==> config.mk <==
export PLATFORM = sky130hd
export DESIGN_NAME = wfpc_cordic
export DESIGN_NICKNAME = d
export VERILOG_FILES = /design/src/rtl/core/wfpc_pkg.sv /design/src/rtl/core/wfpc_cordic.sv
export SDC_FILE = /design/constraint.sdc
export NUM_CORES = 1
export LEC_CHECK = 0
export ABC_AREA = 1
export BUFFER_PORTS_ARGS = -buffer_cell sky130_fd_sc_hd__buf_2
export CELL_PAD_IN_SITES_DETAIL_PLACEMENT = 2
export CELL_PAD_IN_SITES_GLOBAL_PLACEMENT = 2
export CORE_MARGIN = 2
export CORE_UTILIZATION = 35
export CTS_BUF_LIST = sky130_fd_sc_hd__clkbuf_8
export DETAILED_ROUTE_END_ITERATION = 12
export PLACE_DENSITY_LB_ADDON = 0.05
export SKIP_LAST_GASP = 1
export SLEW_MARGIN = 20
export SYNTH_ARGS = -nofsm -noshare
export SYNTH_HDL_FRONTEND = slang
export SYNTH_SLANG_ARGS = --single-unit
==> constraint.sdc <==
create_clock -name clock -period 8.2 [get_ports clock]
set_input_delay 1.23 -clock clock [delete_from_list [all_inputs] [get_ports clock]]
set_output_delay 1.23 -clock clock [all_outputs]
set_load 0.1 [all_outputs]
==> src/rtl/core/wfpc_pkg.sv <==
`timescale 1ns / 1ps
package wfpc_pkg;
   localparam int MAX_POINTS_DEF   = 256;
   localparam int CORDIC_STEPS_DEF = 16;
   localparam int CSR_IDX_W        = 2;
   localparam int CSR_DATA_W       = 24;

   localparam logic [1:0] CSR_YAW_GAIN      = 2'd0;
   localparam logic [1:0] CSR_DISTANCE_GAIN = 2'd1;
   localparam logic [1:0] CSR_ACCEPT_RADIUS = 2'd2;
   localparam logic [1:0] CSR_POINT_COUNT   = 2'd3;

   localparam logic OP_LOAD = 1'b0;
   localparam logic OP_TICK = 1'b1;

   typedef struct packed {
      logic               operation;
      logic [7:0]         point_slot;
      logic signed [23:0] coord_x;
      logic signed [23:0] coord_y;
      logic signed [23:0] coord_z;
      logic signed [15:0] heading;
   } req_type;

   typedef struct packed {
      logic signed [15:0] steering;
      logic [14:0]        throttle;
      logic [7:0]         target_slot;
      logic               advanced;
   } rsp_type;

   function automatic logic [31:0] arc_angle(input logic [4:0] i);
      logic [31:0] r;
      begin
         case (i)
            5'd0:  r = 32'd536870912;
            5'd1:  r = 32'd316933406;
            5'd2:  r = 32'd167458907;
            5'd3:  r = 32'd85004756;
            5'd4:  r = 32'd42667331;
            5'd5:  r = 32'd21354465;
            5'd6:  r = 32'd10679838;
            5'd7:  r = 32'd5340245;
            5'd8:  r = 32'd2670163;
            5'd9:  r = 32'd1335087;
            5'd10: r = 32'd667544;
            5'd11: r = 32'd333772;
            5'd12: r = 32'd166886;
            5'd13: r = 32'd83443;
            5'd14: r = 32'd41722;
            5'd15: r = 32'd20861;
            5'd16: r = 32'd10430;
            5'd17: r = 32'd5215;
            5'd18: r = 32'd2608;
            5'd19: r = 32'd1304;
            5'd20: r = 32'd652;
            5'd21: r = 32'd326;
            5'd22: r = 32'd163;
            5'd23: r = 32'd81;
            default: r = 32'd0;
         endcase
         return r;
      end
   endfunction
endpackage

==> src/rtl/core/wfpc_cordic.sv <==
`timescale 1ns / 1ps
module wfpc_cordic #(
   parameter int CORDIC_STEPS = wfpc_pkg::CORDIC_STEPS_DEF
) (
   input  logic               clock,
   input  logic               reset,
   input  logic               start,
   input  logic signed [24:0] dx,
   input  logic signed [24:0] dy,
   output logic               done,
   output logic [15:0]        yaw
);
   localparam int SW = $clog2(CORDIC_STEPS + 1);

   logic signed [51:0] x_ff, x_in, y_ff, y_in, sx, sy;
   logic [31:0]        z_ff, z_in, z_round;
   logic [SW-1:0]      step_ff, step_in;
   logic               run_ff, run_in, done_ff, done_in;
   logic [31:0]        arc;

   assign arc = wfpc_pkg::arc_angle(5'(step_ff));
   assign sx  = x_ff >>> step_ff;
   assign sy  = y_ff >>> step_ff;
   assign z_round = z_ff + 32'h8000;

   always_comb begin
      x_in = x_ff; y_in = y_ff; z_in = z_ff;
      step_in = step_ff; run_in = run_ff; done_in = 1'b0;
      if (start) begin
         step_in = '0;
         if (dx == 0 && dy == 0) begin
            x_in = '0; y_in = '0; z_in = '0;
            run_in = 1'b0; done_in = 1'b1;
         end else if (dx < 0) begin
            x_in = -({{3{dx[24]}}, dx, 24'd0});
            y_in = -({{3{dy[24]}}, dy, 24'd0});
            z_in = 32'h8000_0000;
            run_in = 1'b1;
         end else begin
            x_in = {{3{dx[24]}}, dx, 24'd0};
            y_in = {{3{dy[24]}}, dy, 24'd0};
            z_in = '0;
            run_in = 1'b1;
         end
      end else if (run_ff) begin
         if (y_ff >= 0) begin
            x_in = x_ff + sy; y_in = y_ff - sx; z_in = z_ff + arc;
         end else begin
            x_in = x_ff - sy; y_in = y_ff + sx; z_in = z_ff - arc;
         end
         step_in = step_ff + 1'b1;
         if (step_ff == SW'(CORDIC_STEPS - 1)) begin
            run_in = 1'b0; done_in = 1'b1;
         end
      end
   end

   always_ff @(posedge clock) begin
      x_ff <= x_in; y_ff <= y_in; z_ff <= z_in; step_ff <= step_in;
      if (reset) begin
         run_ff <= 1'b0; done_ff <= 1'b0;
      end else begin
         run_ff <= run_in; done_ff <= done_in;
      end
   end

   assign done = done_ff;
   assign yaw  = z_round[31:16];

   a_done_idle: assert property (@(posedge clock) disable iff (reset)
      done_ff |-> !run_ff) else $error("cordic done while running");
   a_run_step: assert property (@(posedge clock) disable iff (reset)
      run_ff |-> step_ff < SW'(CORDIC_STEPS)) else $error("cordic step overrun");
   a_done_pulse: assert property (@(posedge clock) disable iff (reset)
      done_ff && !start |=> !done_ff) else $error("cordic done not a pulse");
endmodule

Word-level counts from Yosys, hierarchy flattened
Memories as Yosys holds them, arrays and structs flattened. A register that Yosys moved wholly into a read port is not among the register bits.
Cells that the tools add are included.
{ "totals": {"input_bits": 53, "mem_count": 1, "mem_bits_ro": 960, "word_cells": 51, "register_bits": 143, "output_inout_bits": 17} }
{ "mem_list": {"columns": ["name", "words", "word_bits", "rd", "rd_ports_with_merged_regs", "wr", "line_no", "rtl"], "rows": [
  ["(no name shown)", 32, 30, 1, 1, 0, "wfpc_pkg.sv:35", "case (i)"]
]} }
{ "op_classes": {"reduce_logical": 4, "magnitude_cmp": 2, "n_mux": 25, "n_eq_ne": 1, "add_sub_neg": 10, "n_shift": 2} }
{ "op_table": {"columns": ["op", "n"], "rows": [
  ["$mux 52", 10],
  ["$mux 32", 5],
  ["$add 52x52->52", 2],
  ["$neg 52->52", 2],
  ["$sshr 52x5->52", 2],
  ["$sub 52x52->52", 2],
  ["$logic_not 32->1", 2],
  ["$ge 52x1->1 const B", 1],
  ["$add 32x16->32 const B", 1],
  ["$add 32x32->32", 1],
  ["$sub 32x32->32", 1],
  ["$lt 25x1->1 const B", 1],
  ["$mux 5", 2],
  ["$mux 1", 8],
  ["$add 5x1->5 const B", 1],
  ["$eq 5x4->1 const B", 1],
  ["$reduce_bool 2->1", 1],
  ["$logic_and 1x1->1", 1]
]} }

Longest topological paths before layout
Gate-level depths: netlist of the first run.
{ "logic_depth": {"depth_word": 5, "mapped_depth": 39, "ltp_nobuf": 36} }

Worst setup path before layout of the first run
Ideal clock, no wire load.
{ "synth_timing": {"path_type": "input -> register", "startpoint": "in start", "endpoint": "reg arc[0] (netlist name)", "path_buffers": 1, "setup_ns": 0.116, "t_required_ns": 8.084, "path_slack_ns": 2.703, "arrival_time_ns": 5.380, "stages": 9, "cell_sequence": "clkbuf_1 -> nor2_1 -> inv_1 -> o21a_1 -> inv_1 -> ha_1 -> nand2_1 -> nand3_1 -> a31o_2"} }
{ "synth_between": {"elab_chain_cells": 1} }
{ "synth_lines": {"columns": ["element", "line_no", "rtl"], "rows": [
  ["from (decl)", "wfpc_cordic.sv:7", "input logic start,"],
  ["$mux 5 (no source line)", null, null]
]} }
Every way passes these cells.
A chain may end at the register's enable or synchronous reset.

Worst setup path in the final report of the first run
{ "layout_timing": {"startpoint": "reg step_ff[0]", "endpoint": "reg x_ff[49] (data pin)"} }
{ "layout_between": {"elab_chain_cells": 5, "elab_cells_between_ends": 6, "cone_classes": "2 x add/sub; 1 x shift; 3 x mux"} }
{ "layout_lines": {"columns": ["element", "line_no", "rtl"], "rows": [
  ["from (decl)", "wfpc_cordic.sv:17", "logic [SW-1:0] step_ff, step_in;"],
  ["from (signal assigned)", "wfpc_cordic.sv:59", "x_ff <= x_in; y_ff <= y_in; z_ff <= z_in; step_ff <= step_in;"],
  ["$sshr 52x5->52 *", "wfpc_cordic.sv:23", "assign sy = y_ff >>> step_ff;"],
  ["$sub 52x52->52 / $add 52x52->52 (equally long branches)", "wfpc_cordic.sv:49, wfpc_cordic.sv:47", null],
  ["$mux 52 *", "wfpc_cordic.sv:46", "if (y_ff >= 0) begin"],
  ["$mux 52 *", "wfpc_cordic.sv:45", "end else if (run_ff) begin"],
  ["$mux 52 *", "wfpc_cordic.sv:29", "if (start) begin"],
  ["net x_in[49]", "wfpc_cordic.sv:15", "logic signed [51:0] x_ff, x_in, y_ff, y_in, sx, sy;"],
  ["to (signal assigned)", "wfpc_cordic.sv:59", null],
  ["to (decl)", "wfpc_cordic.sv:15", null]
]} }
Mark *: on every way through the listed nets, which the timed path passes. The rest lies on a longest branch. The select of a mux whose other input is x is not followed.

==> run metrics, run 1 <==
run status=finished, final reports clean; Slew Limit Fails=0; final setup violation count=0; Non-Filler Instances=about 5200; GP Congestion=0.912; Top FF cell, synth=edfxtp_1; worst path required time=approximately 8.6 ns; leading cell types in the layout, fill and taps excluded=nand2_1 (1161), nand3_1 (570), nor2_1 (438), inv_1 (402), a21oi_1 (298); Pint=around 5.4 mW; Seq pwr share=around 14%; Mapped Area=25700 um^2; hold buffers post-CTS=0; Port Buffers=between 60 and 70; Worst-Skew Late Latency=0.62 ns; drt first-iter violations=between 1500 and 2000; Slew HR=between 20% and 30%; syn_area_per_cell=roughly 6 um^2; Most common cell on crit path=nand2_1; CTS sink cnt=around 170; Crit. End Element=flop; part of the cycle the worst path needs=85.2%; Warnings, synthesis=0; Top Metal Used=met4; max_cap viols=0; power share of the clock group=under 10%; Slew @ Worst Pin=approximately 1.1 ns; Synth cell types=69; CP Max Fanout=64; vias in the first global route=between 30000 and 40000; Core Footprint=approximately 73000 um^2; combinational power share=80.6%; DR WL/cell=around 22 um; most common cell after layout, fill and taps aside=nand2_1; leakage power=roughly 13 nW; H-tree depth=4; Cells after Synth=approximately 4300; Hold Fails Final Rpt=0; largest net degree at the start of global routing=82; wirelength, routed=116000 um; wl on met1=~55000 um; Max VDD drop=~0.27 mV; RSZ-0062 raised after global routing=false; CP max stage delay=0.59 ns; Residual DRC=0; Worst EP arrival=between 7 and 8 ns; NetSw=8.97 mW; Die H=between 200 and 300 um; Vias=about 29000; # rows=between 90 and 100; Power Density=approximately 530 nW/um^2; Fmax=0.143 GHz; number of synthesized flops with an enable pin=between 100 and 150; type of the worst setup path=flop to flop; register area share after synthesis=approximately a fifth; GR Overflow Total=0; Num CTS Buffers=17; cell count after placement=roughly 5200; CTS tree=yes; Synth async-reset ratio=0%; Total GRT Usage=~31%; Final Net Count=4462; Hold Crit Class=flop to flop; global-route wire length before repair=~180000 um; Die W=about 270 um; post-route antenna net violation count=0; Initial Util=a little over a third; Period minus WS final=about 7 ns; IO Pins=70; Die Area=around 76000 um^2; crit path max-delay cell type=inv_4; sum of negative setup slack=0 ns; CTS max path bufs=2; register bit total from synthesis=173; Met2 Wirelength=roughly 54000 um; Sw Share=a little over three fifths; crit path launch type=flop; hpwl dp=between 90000 and 100000 um; post-cts sizing count=0; setup bufs post-CTS=0; met3 wire length=4010 um; syn nets=around 4500; Setup Skew=approximately 0.044 ns; Initial DRT Pass Iterations=5; root buf cell=clkbuf_8; DR vias/cell=between 5 and 6; Worst-path clk slew=around 0.15 ns; layout cell share with drive strength beyond 1=between 6 and 7%; initial antenna violation count=4; area grow syn2layout=5.32%
==> routing by layer <==
layer	vias to the layer above	GRT usage [%]
li1	14299	-
met1	14394	41.3
met2	424	51.3
met3	101	3.79
met4	0	7.52
met5	-	0
==> cell families (layout without fill, tap and decap cells) <==
family	count (synthesis)	after routing	share of synthesized area [%]
flops	173	173	18.8
fa+ha+maj	155	155	7.62
compound gates	798	798	17.4
xor+xnor	183	183	6.24
other cells	0	1	0
simple gates	2403	2403	40.6
buf+inv	590	556	9.45
==> final timing paths <==
path	from	to	slack (ns)	cells after the start
worst max-delay path	step_ff[0]	x_ff[49]	1.22	31
worst min-delay path	run_ff	step_ff[0]	0.66	2
worst max register to register	step_ff[0]	x_ff[49]	1.22	31
worst min register to register	run_ff	step_ff[0]	0.66	2
==> critical path: cells and delay by family (launching register included) <==
| family | cells | cell delay (ns) |
|---|---|---|
| AOI/OAI and AO/OA | 9 | 2.53 |
| xor gates and xnor gates | 1 | 0.15 |
| adders and majority gates | 2 | 0.56 |
| buffers and inverters | 7 | 1.57 |
| DFF | 1 | 0.54 |
| and+or+nand+nor | 12 | 1.28 |
==> layout make-up <==
type                       count  area [um^2]
clock inverter                15          161
antenna                        1         2.50
fill                        9433        45800
sequential                   173         4840
inverter                     427         1610
timing repair buffer          97          571
multi-input combinational   3539        18400
tap                          959         1200
clock buffer                  17          234
==> registers in the layout (all words and copies together) (netlist names) <==
| register | flops |
|---|---|
| arc | 30 |
| done | 1 |
| y_ff | 52 |
| run_ff | 1 |
| x_ff | 52 |
| step_ff | 5 |
| z_ff | 32 |
==> stage by stage <==
stage                     hold slack (ns)  power, mW  utilization, %  setup slack, ns  cell area [um^2]
final                               0.657       14.3            37.2             1.22             27100
after global routing                0.696       15.8            37.2            0.555             27100
after CTS                           0.660       14.3            37.2             1.35             27100
after detailed placement            0.655       13.5            36.6             1.46             26700
after global placement              0.640       13.2            36.6             1.77             26700
after floorplan                     0.526       9.97               -             2.70             25700
==> power groups by stage <==
stage | clock, mW | sequential (mW) | combinational (mW)
after floorplan | 0 | 1.75 | 8.21
after global placement | 0 | 2.11 | 11.1
after detailed placement | 0 | 2.12 | 11.4
after CTS | 0.725 | 2.09 | 11.5
after global routing | 0.746 | 2.10 | 13.0
final | 0.706 | 2.07 | 11.5
==> cells in the mapped netlist, drive strengths merged, types with 9 or more instances <==
master,count,share of area (%)
edfxtp,136,16
nor3,42,0.86
a21boi,12,0.35
nand3,579,12
dfxtp,37,2.9
xnor2,70,2.4
o21a,33,0.96
nand3b,12,0.35
nor2,467,7.4
a31oi,52,1.3
o31ai,9,0.28
a21oi,301,5.9
xor2,113,3.9
nand4,39,0.95
clkbuf,54,0.79
o21ai,322,6.4
nor4,15,0.37
inv,423,6.2
buf,109,2.4
a21o,18,0.53
ha,151,7.4
or2,28,0.68
nand2,1196,18
and2,19,0.46
o211ai,13,0.42
(Power assumes the default switching activity.)
==> inputs of run 2 (changes only) <==
Settings changed: CORE_UTILIZATION 35 to 36.
Clock period 8.2 ns to 7 ns, I/O delays scaled along.
==> run 2 against run 1 <==
Net effect: register-to-register slack lost 0.65 ns; highest routed layer unchanged; worst hold slack worse by 0.020 ns; critical path type unchanged; worst setup slack worse by 0.65 ns; routed wire length barely moved.
==> run metrics, run 2 (synthesized netlist as in run 1, its figures left out) <==
H-tree depth=4 (unchanged); global-route wire length before repair=180000 um (was 179000 um); layout cell share with drive strength beyond 1=6.41% (was 6.26%); Total GRT Usage=31.1% (was 30.5%); Slew Limit Fails=0 (unchanged); Hold Fails Final Rpt=0 (unchanged); fill count=9119 (was 9433); post-route antenna net violation count=0 (unchanged); CTS max path bufs=2 (unchanged); Final Net Count=4467 (was 4462); CP max stage delay=0.67 ns (was 0.59 ns); Setup Skew=0.0264 ns (was 0.0440 ns); post-cts sizing count=0 (unchanged); Crit. End Element=flop (unchanged); Num CTS Buffers=17 (unchanged); wirelength, routed=116000 um (about the same); RSZ-0062 raised after global routing=false (unchanged); Hold Crit Class=primary input to flop (was flop to flop); Worst-Skew Late Latency=0.60 ns (was 0.62 ns); Initial Util=36.5% (was 35.3%); wl on met1=55200 um (was 54900 um); Fmax=0.155 GHz (was 0.143 GHz); hold path start=reset (was run_ff); part of the cycle the worst path needs=91.9% (was 85.2%); crit path launch type=flop (unchanged); drt first-iter violations=2036 (was 1697); CP Max Fanout=88 (was 64); Period minus WS final=6.43 ns (was 6.98 ns); leading cell types in the layout, fill and taps excluded=nand2_1 (1161), nand3_1 (570), nor2_1 (438), inv_1 (400), a21oi_1 (298) (was nand2_1 (1161), nand3_1 (570), nor2_1 (438), inv_1 (402), a21oi_1 (298)); r2r startpoint=step_ff[0] (unchanged); Die Area=73600 um^2 (was 75600 um^2); CTS sink cnt=173 (unchanged); worst path required time=7.31 ns (was 8.55 ns); hold buffers post-CTS=0 (unchanged); Initial DRT Pass Iterations=7 (was 5); sum of negative setup slack=0 ns (unchanged); Slew HR=32.5% (was 27.4%); Die H=271 um (was 275 um); Met2 Wirelength=54000 um (was 54200 um); register area=4840 um^2 (unchanged); Core Footprint=70400 um^2 (was 72800 um^2); max_cap viols=0 (unchanged); hpwl dp=94800 um (was 94600 um); most common cell after layout, fill and taps aside=nand2_1 (unchanged); met3 wire length=3650 um (was 4010 um); Port Buffers=69 (unchanged); largest net degree at the start of global routing=114 (was 82); Vias=29507 (was 29218); CTS tree=yes (unchanged); # rows=97 (was 99); Worst EP arrival=6.75 ns (was 7.33 ns); DR vias/cell=5.66 (was 5.59); type of the worst setup path=flop to flop (unchanged); Worst-path clk slew=0.12 ns (was 0.15 ns); run status=finished, final reports clean (unchanged); R2R Setup Slk=0.57 ns (was 1.22 ns); IO Pins=70 (unchanged); crit path max-delay cell type=inv_4 (unchanged); Multi-input gate area=18400 um^2 (unchanged); DR WL/cell=22.2 um (was 22.1 um); area grow syn2layout=5.71% (was 5.32%); Largest regs=x_ff x52, y_ff x52, z_ff x32 (unchanged); Worst setup startpoint=step_ff[0] (unchanged); final setup violation count=0 (unchanged); vias in the first global route=30516 (was 30189); GP Congestion=0.919 (was 0.912); root buf cell=clkbuf_8 (unchanged); Top Metal Used=met4 (unchanged); Die W=271 um (was 275 um); GR Overflow Total=0 (unchanged); setup bufs post-CTS=0 (unchanged); Slew @ Worst Pin=1.00 ns (was 1.06 ns); initial antenna violation count=1 (was 4); Residual DRC=0 (unchanged)
run 2: area by class of cell:
cell class / instances / area share, %
clock inverter: 15 / 0.553
sequential: 173 / 17.8
timing repair buffer: 102 / 2.61
multi-input combinational: 3539 / 67.9
inverter: 427 / 5.94
tap: 940 / 4.33
antenna: 1 / 0.00921
clock buffer: 17 / 0.861
run 2: path summary, 6_finish.rpt:
path                                    to  depth (start not counted)
worst min-delay path                run_ff                          2
worst max register to register    x_ff[43]                         32
worst min register to register  step_ff[0]                          2
worst max-delay path              x_ff[43]                         32
run 2: through the flow:
stage                     setup slack, ns  area, um^2  util, %  cells  hold slack, ns
final                               0.565       27200     38.6   5214           0.637
after global routing               0.0157       27200     38.6   5214           0.623
after CTS                           0.683       27200     38.6   5213           0.577
after detailed placement            0.762       26800     38.1   5181           0.625
after global placement              0.982       26800     38.1   5181           0.593
after floorplan                      1.68       25700        -   4302           0.526
run 2: worst max-delay path, delay by kind of cell, from the launching register on:
kind / cells / cell delay, ns
AOI/OAI and AO/OA: 10 / 1.85
xor gates and xnor gates: 1 / 0.32
adders and majority gates: 2 / 0.69
buffers and inverters: 5 / 1.10
DFF: 1 / 0.38
and+or+nand+nor: 14 / 1.75
run 2: layer usage:
layer  track usage [%]  vias up
met3              2.60      117
met5                 0        -
li1                  -    14306
met2              52.6      510
met4              8.10        0
met1              42.5    14574
Power of run 2 is not shown: default switching activity piles up to over one toggle a cycle in this logic, so the estimate is an artifact.
